$ cat src/rtl/core/wss_pkg.sv
package wss_pkg;

  localparam int MAX_WINDOW = 32;
  localparam int IDX_W      = $clog2(MAX_WINDOW);
  localparam int LEN_W      = 6;
  localparam int THR_W      = 16;
  localparam int SAMPLE_W   = 16;
  localparam int SUM_W      = 22;
  localparam int SQSUM_W    = 36;
  localparam int SQ_W       = 2 * SAMPLE_W;
  localparam int NN_W       = 2 * LEN_W - 1;
  localparam int TT_W       = 2 * THR_W;
  localparam int NQ_W       = LEN_W + SQSUM_W;
  localparam int LIM_W      = NN_W + TT_W;
  localparam int SPREAD_W   = 2 * SUM_W;
  localparam int CFG_ADDR_W = 1;
  localparam int CFG_DATA_W = 16;

  localparam logic [LEN_W-1:0] WINDOW_RESET    = LEN_W'(5);
  localparam logic [LEN_W-1:0] WINDOW_MAX      = LEN_W'(MAX_WINDOW);
  localparam logic [THR_W-1:0] THRESHOLD_RESET = THR_W'(16);

  localparam logic [CFG_ADDR_W-1:0] REG_WINDOW_LENGTH       = 1'b0;
  localparam logic [CFG_ADDR_W-1:0] REG_STABILITY_THRESHOLD = 1'b1;

  typedef struct packed {
    logic                wr_en;
    logic                clear;
    logic [IDX_W-1:0]    addr;
    logic [SAMPLE_W-1:0] wdata;
  } ring_req_t;

endpackage

$ cat src/rtl/core/wss_ring.sv
module wss_ring (
  input  logic                                clk,
  input  logic                                rst_n,
  input  wss_pkg::ring_req_t                  req,
  output logic signed [wss_pkg::SAMPLE_W-1:0] old_sample
);

  logic [wss_pkg::SAMPLE_W-1:0]   mem [wss_pkg::MAX_WINDOW];
  logic [wss_pkg::MAX_WINDOW-1:0] valid_r;
  logic [wss_pkg::SAMPLE_W-1:0]   rd_data_r;
  logic                           rd_valid_r;

  // read-first: the old entry comes back while the new sample goes in
  always_ff @(posedge clk) begin
    if (req.wr_en) begin
      mem[req.addr] <= req.wdata;
      rd_data_r     <= mem[req.addr];
    end
  end

  always_ff @(posedge clk) begin
    if (!rst_n) begin
      valid_r    <= '0;
      rd_valid_r <= 1'b0;
    end else if (req.clear) begin
      valid_r    <= '0;
      rd_valid_r <= 1'b0;
    end else if (req.wr_en) begin
      valid_r[req.addr] <= 1'b1;
      rd_valid_r        <= valid_r[req.addr];
    end
  end

  // entries never written since the last clear read as zero samples
  assign old_sample = rd_valid_r ? $signed(rd_data_r) : '0;

endmodule

$ cat config.mk
export PLATFORM = sky130hd
export DESIGN_NAME = wss_ring
export DESIGN_NICKNAME = d
export VERILOG_FILES = /design/src/rtl/core/wss_pkg.sv /design/src/rtl/core/wss_ring.sv
export SDC_FILE = /design/constraint.sdc
export NUM_CORES = 1
export LEC_CHECK = 0
export BUFFER_PORTS_ARGS = -buffer_cell sky130_fd_sc_hd__buf_2
export CORE_ASPECT_RATIO = 0.8
export CORE_MARGIN = 3
export CORE_UTILIZATION = 50
export DETAILED_ROUTE_END_ITERATION = 7
export GPL_ROUTABILITY_DRIVEN = 1
export PLACE_DENSITY = 0.76
export SYNTH_ARGS = -nofsm -noshare
export SYNTH_HDL_FRONTEND = slang
export SYNTH_SLANG_ARGS = --single-unit
$ cat constraint.sdc
create_clock -name clk -period 2.6 [get_ports clk]
set_input_delay 0.13 -clock clk [delete_from_list [all_inputs] [get_ports clk]]
set_output_delay 0.13 -clock clk [all_outputs]
set_load 0.02 [all_outputs]
==> run_summary.xml <==
<?xml version="1.0" encoding="UTF-8"?>
<metrics>
  <group name="run_status">
    <metric name="outcome" unit="">finished clean</metric>
  </group>
  <group name="power">
    <metric name="net-switching-power" unit="mW">3.72</metric>
    <metric name="clock_power_share" unit="">0.398</metric>
    <metric name="irDropWorstVdd" unit="V">0.000553</metric>
    <metric name="design_power_total" unit="mW">18.0</metric>
    <metric name="comb_power_share" unit="">0.044</metric>
    <metric name="power.static_leakage" unit="nW">7.86</metric>
    <metric name="share_seq_of_total_power" unit="">0.558</metric>
    <metric name="power_density" unit="nW/µm²">743</metric>
    <metric name="switch_share" unit="">0.206</metric>
    <metric name="internal_power" unit="mW">14.3</metric>
  </group>
  <group name="clock_network">
    <metric name="latest_clock_arrival_within_the_worst_skew_pair" unit="ns">0.57</metric>
    <metric name="post_cts.resized_instances" unit="">0</metric>
    <metric name="h-tree-depth" unit="">2</metric>
    <metric name="tritoncts" unit="">done</metric>
    <metric name="root_buffer" unit="">sky130_fd_sc_hd__clkbuf_16</metric>
    <metric name="numClockSinks" unit="">561</metric>
    <metric name="clkTransAtPathRegs" unit="ns">0.06</metric>
    <metric name="clk_path_buf_depth" unit="">3</metric>
    <metric name="cts_made_buffers" unit="">49</metric>
  </group>
  <group name="cells_and_area">
    <metric name="layout_cell_share_with_drive_strength_beyond_1" unit="">0.283</metric>
    <metric name="multiInputGateArea" unit="µm²">4600</metric>
    <metric name="synthToLayoutAreaGrowth" unit="%">13.4</metric>
    <metric name="number_of_nets_in_the_layout" unit="">1081</metric>
    <metric name="layout.filler_cells" unit="">2991</metric>
    <metric name="antenna-diode-count" unit="">0</metric>
    <metric name="ff_latch_area" unit="µm²">16500</metric>
  </group>
  <group name="synthesis">
    <metric name="post_synth_num_cell_types" unit="">32</metric>
    <metric name="synthesis.nets" unit="">971</metric>
    <metric name="synth-edff-count" unit="">528</metric>
    <metric name="number_of_cells_produced_by_synthesis" unit="">946</metric>
    <metric name="postSynthRegisterBits" unit="">561</metric>
    <metric name="postSynth.topFlopCell" unit="">sky130_fd_sc_hd__edfxtp_1</metric>
    <metric name="postSynth.asyncResetShare" unit="">0</metric>
    <metric name="synthesis.yosys.warnings" unit="">0</metric>
    <metric name="yosysSeqAreaShare" unit="">0.772</metric>
    <metric name="syn-mean-instance-area" unit="µm²">22.6</metric>
    <metric name="mappedNetlistArea" unit="µm²">21400</metric>
  </group>
  <group name="placement">
    <metric name="gp_congestion" unit="">0.829</metric>
    <metric name="hpwl" unit="µm">28500</metric>
    <metric name="dp_slack" unit="ns">0.203</metric>
    <metric name="port_buffers" unit="">40</metric>
  </group>
  <group name="worst_setup_path">
    <metric name="startpoint_type" unit="">register</metric>
    <metric name="worst-setup-path-type" unit="">register to output pin</metric>
    <metric name="timing.critical_path.cells" unit="">and2_1 &gt; buf_2</metric>
    <metric name="cp_slowest_stage_delay" unit="ns">0.90</metric>
    <metric name="reg2reg_launch_point" unit="">mem[9][9]</metric>
    <metric name="r2r_cells" unit="">3</metric>
    <metric name="timing.critical_path.to_type" unit="">output pin</metric>
    <metric name="worst_reg2reg_path_endpoint" unit="">rd_data_r[9]</metric>
    <metric name="timing.critical_path.buf_inv" unit="">1</metric>
    <metric name="critical_path_peak_fanout" unit="">18</metric>
    <metric name="cp.arrival" unit="ns">2.08</metric>
    <metric name="cp.required" unit="ns">2.47</metric>
    <metric name="critical_path.slowest_cell" unit="">sky130_fd_sc_hd__dfxtp_1</metric>
    <metric name="internal_reg_to_reg_setup_slack" unit="ns">0.83</metric>
    <metric name="crit_family" unit="">flip-flops</metric>
  </group>
  <group name="grt">
    <metric name="grt_util_met2" unit="">0.331</metric>
    <metric name="sum_of_overflow_across_all_layers_after_global_routing" unit="">0</metric>
    <metric name="antenna_found_initial" unit="">1</metric>
    <metric name="grt_max_degree" unit="">45</metric>
    <metric name="gr-usage-met3" unit="">0.0457</metric>
    <metric name="grt.total_usage" unit="">0.215</metric>
    <metric name="vias_in_the_first_global_route" unit="">10600</metric>
    <metric name="gr-max-usage-layer" unit="">met2</metric>
    <metric name="wire_length_of_the_first_global_routing_pass" unit="µm">70600</metric>
    <metric name="groute.layer.met1.usage" unit="">0.315</metric>
  </group>
  <group name="floorplanning">
    <metric name="floorplan.initialDensity" unit="">0.508</metric>
    <metric name="floorplan.core_area" unit="µm²">42100</metric>
    <metric name="chipWidth" unit="µm">237</metric>
    <metric name="placement_rows" unit="">67</metric>
    <metric name="die_height" unit="µm">191</metric>
    <metric name="design.die.area" unit="µm²">45300</metric>
    <metric name="ioPinCount" unit="">41</metric>
  </group>
  <group name="worst_hold_path">
    <metric name="hold_path_depth" unit="">1</metric>
    <metric name="hold_path.startpoint" unit="">req[5]</metric>
    <metric name="hold_path_end" unit="">mem[30][5]</metric>
    <metric name="worst_hold_path_type" unit="">primary input to register</metric>
  </group>
  <group name="job">
    <metric name="cap_violations" unit="">0</metric>
  </group>
  <group name="sta">
    <metric name="drv_slew" unit="">0</metric>
    <metric name="setup_tns" unit="ns">0</metric>
    <metric name="worstMarginPinSlew" unit="ns">0.898</metric>
    <metric name="finalHoldWorstSlack" unit="ns">0.0577</metric>
    <metric name="relSlewSlack" unit="">0.400</metric>
    <metric name="fin_ws" unit="ns">0.394</metric>
    <metric name="share_of_the_clock_period_used_by_the_worst_path" unit="">0.848</metric>
    <metric name="period_minus_slack" unit="ns">2.21</metric>
    <metric name="final_hold_viol_count" unit="">0</metric>
    <metric name="final-setup-viol-count" unit="">0</metric>
    <metric name="fin_worst_skew" unit="ns">0.0101</metric>
    <metric name="grt_setup_unrepaired" unit="">false</metric>
    <metric name="fmax" unit="MHz">453</metric>
  </group>
  <group name="detailed_routing">
    <metric name="vias_after_detailed_routing" unit="">10400</metric>
    <metric name="firstDrtPassIters" unit="">5</metric>
    <metric name="ant_nets" unit="">0</metric>
    <metric name="drt_first_iter_violations" unit="">1326</metric>
    <metric name="wire_per_inst" unit="µm">29.1</metric>
    <metric name="detail_route.wirelength" unit="µm">47900</metric>
    <metric name="drcViolationCount" unit="">0</metric>
    <metric name="routed_via_density" unit="">6.34</metric>
  </group>
</metrics>
power groups by stage:
stage / sequential (mW) / combinational [mW] / clock, mW
2_1_floorplan: 10.2 / 0.464 / 0
3_3_place_gp: 10.2 / 0.775 / 0
3_5_place_dp: 10.2 / 0.800 / 0
4_1_cts: 10.0 / 0.806 / 7.27
5_1_grt: 10.0 / 0.852 / 7.61
6_report: 10.0 / 0.801 / 7.17
stage by stage:
stage	area [µm²]	std cells	util
after floorplan	21400	946	-
after global placement	22600	1554	0.538
after detailed placement	22600	1554	0.538
after CTS	24200	1648	0.576
after global routing	24200	1648	0.576
final	24200	1648	0.576
state kept, by name (all words and copies together), names as in the netlist:
register	flops
mem	512
valid_r	32
rd_valid_r	1
rd_data_r	16
cells in the final DEF (no fill, tap or decap), drive strengths merged, types with 2 or more instances in the layout:
master	count
clkbuf	65
nand3b	5
or3b	2
nand4	16
dlygate4sd3	3
nor3b	3
mux4	136
edfxtp	528
o21a	33
nand3	2
bufinv	2
nor2	35
clkinvlp	3
dfxtp	33
a22oi	66
clkinv	21
and3b	2
and2	16
buf	110
nand2	4
worst max-delay path by stage:
| stage | startpoint | depth (start not counted) | slack, ns | to |
|---|---|---|---|---|
| after floorplan | req[16] | 5 | 0.46 | mem[0][0] |
| after global placement | req[16] | 5 | 0.23 | rd_data_r[3] |
| after detailed placement | req[16] | 5 | 0.20 | rd_data_r[3] |
| after CTS | rd_valid_r | 2 | 0.46 | old_sample[1] |
| after global routing | rd_valid_r | 2 | 0.32 | old_sample[1] |
| final | rd_valid_r | 2 | 0.39 | old_sample[1] |
cell usage after synthesis, types with 2 or more instances:
master                     count  area, µm²
sky130_fd_sc_hd__dfxtp_1      33        661
sky130_fd_sc_hd__buf_4         9       67.6
sky130_fd_sc_hd__mux4_1       49       1290
sky130_fd_sc_hd__nand3_1       2       10.0
sky130_fd_sc_hd__clkbuf_1     16       60.1
sky130_fd_sc_hd__nand3b_1      5       37.5
sky130_fd_sc_hd__nor2_1       35        131
sky130_fd_sc_hd__nor3b_2       3       37.5
sky130_fd_sc_hd__nand4_1      16        100
sky130_fd_sc_hd__o21a_1       33        248
sky130_fd_sc_hd__and3b_1       2       17.5
sky130_fd_sc_hd__nand2_1       4       15.0
sky130_fd_sc_hd__edfxtp_1    528      15900
sky130_fd_sc_hd__buf_6         9        101
sky130_fd_sc_hd__or3b_2        2       17.5
sky130_fd_sc_hd__buf_1         5       18.8
sky130_fd_sc_hd__buf_2        15       75.1
sky130_fd_sc_hd__a22oi_1      66        495
sky130_fd_sc_hd__and2_1       16        100
sky130_fd_sc_hd__mux4_2       86       1940
cell families after synthesis:
logic type | share of synthesized area
AOI/OAI and AO/OA | 0.0356
buffers and inverters | 0.0158
DFF | 0.772
muxes | 0.152
and+or+nand+nor | 0.0239
routing by layer:
metal  up-vias  share of wire
met5         -              0
met4         0          0.028
met3       103           0.10
met2       601           0.47
met1      5458           0.40
li1       4284              -
area by class of cell:
cell class	instances	area share
Timing Repair Buffer	114	0.0352
Clock inverter	27	0.00831
Multi-Input combinational cell	330	0.190
Clock buffer	64	0.0572
Tap cell	552	0.0285
Sequential cell	561	0.681
what timing repair did:
| item | 4_1_cts | 5_1_grt |
|---|---|---|
| setup buffers | 0 | 0 |
| hold buffers | 3 | 0 |
| endpoints found under the hold margin | 17 | 0 |
(Power assumes the default switching activity.)
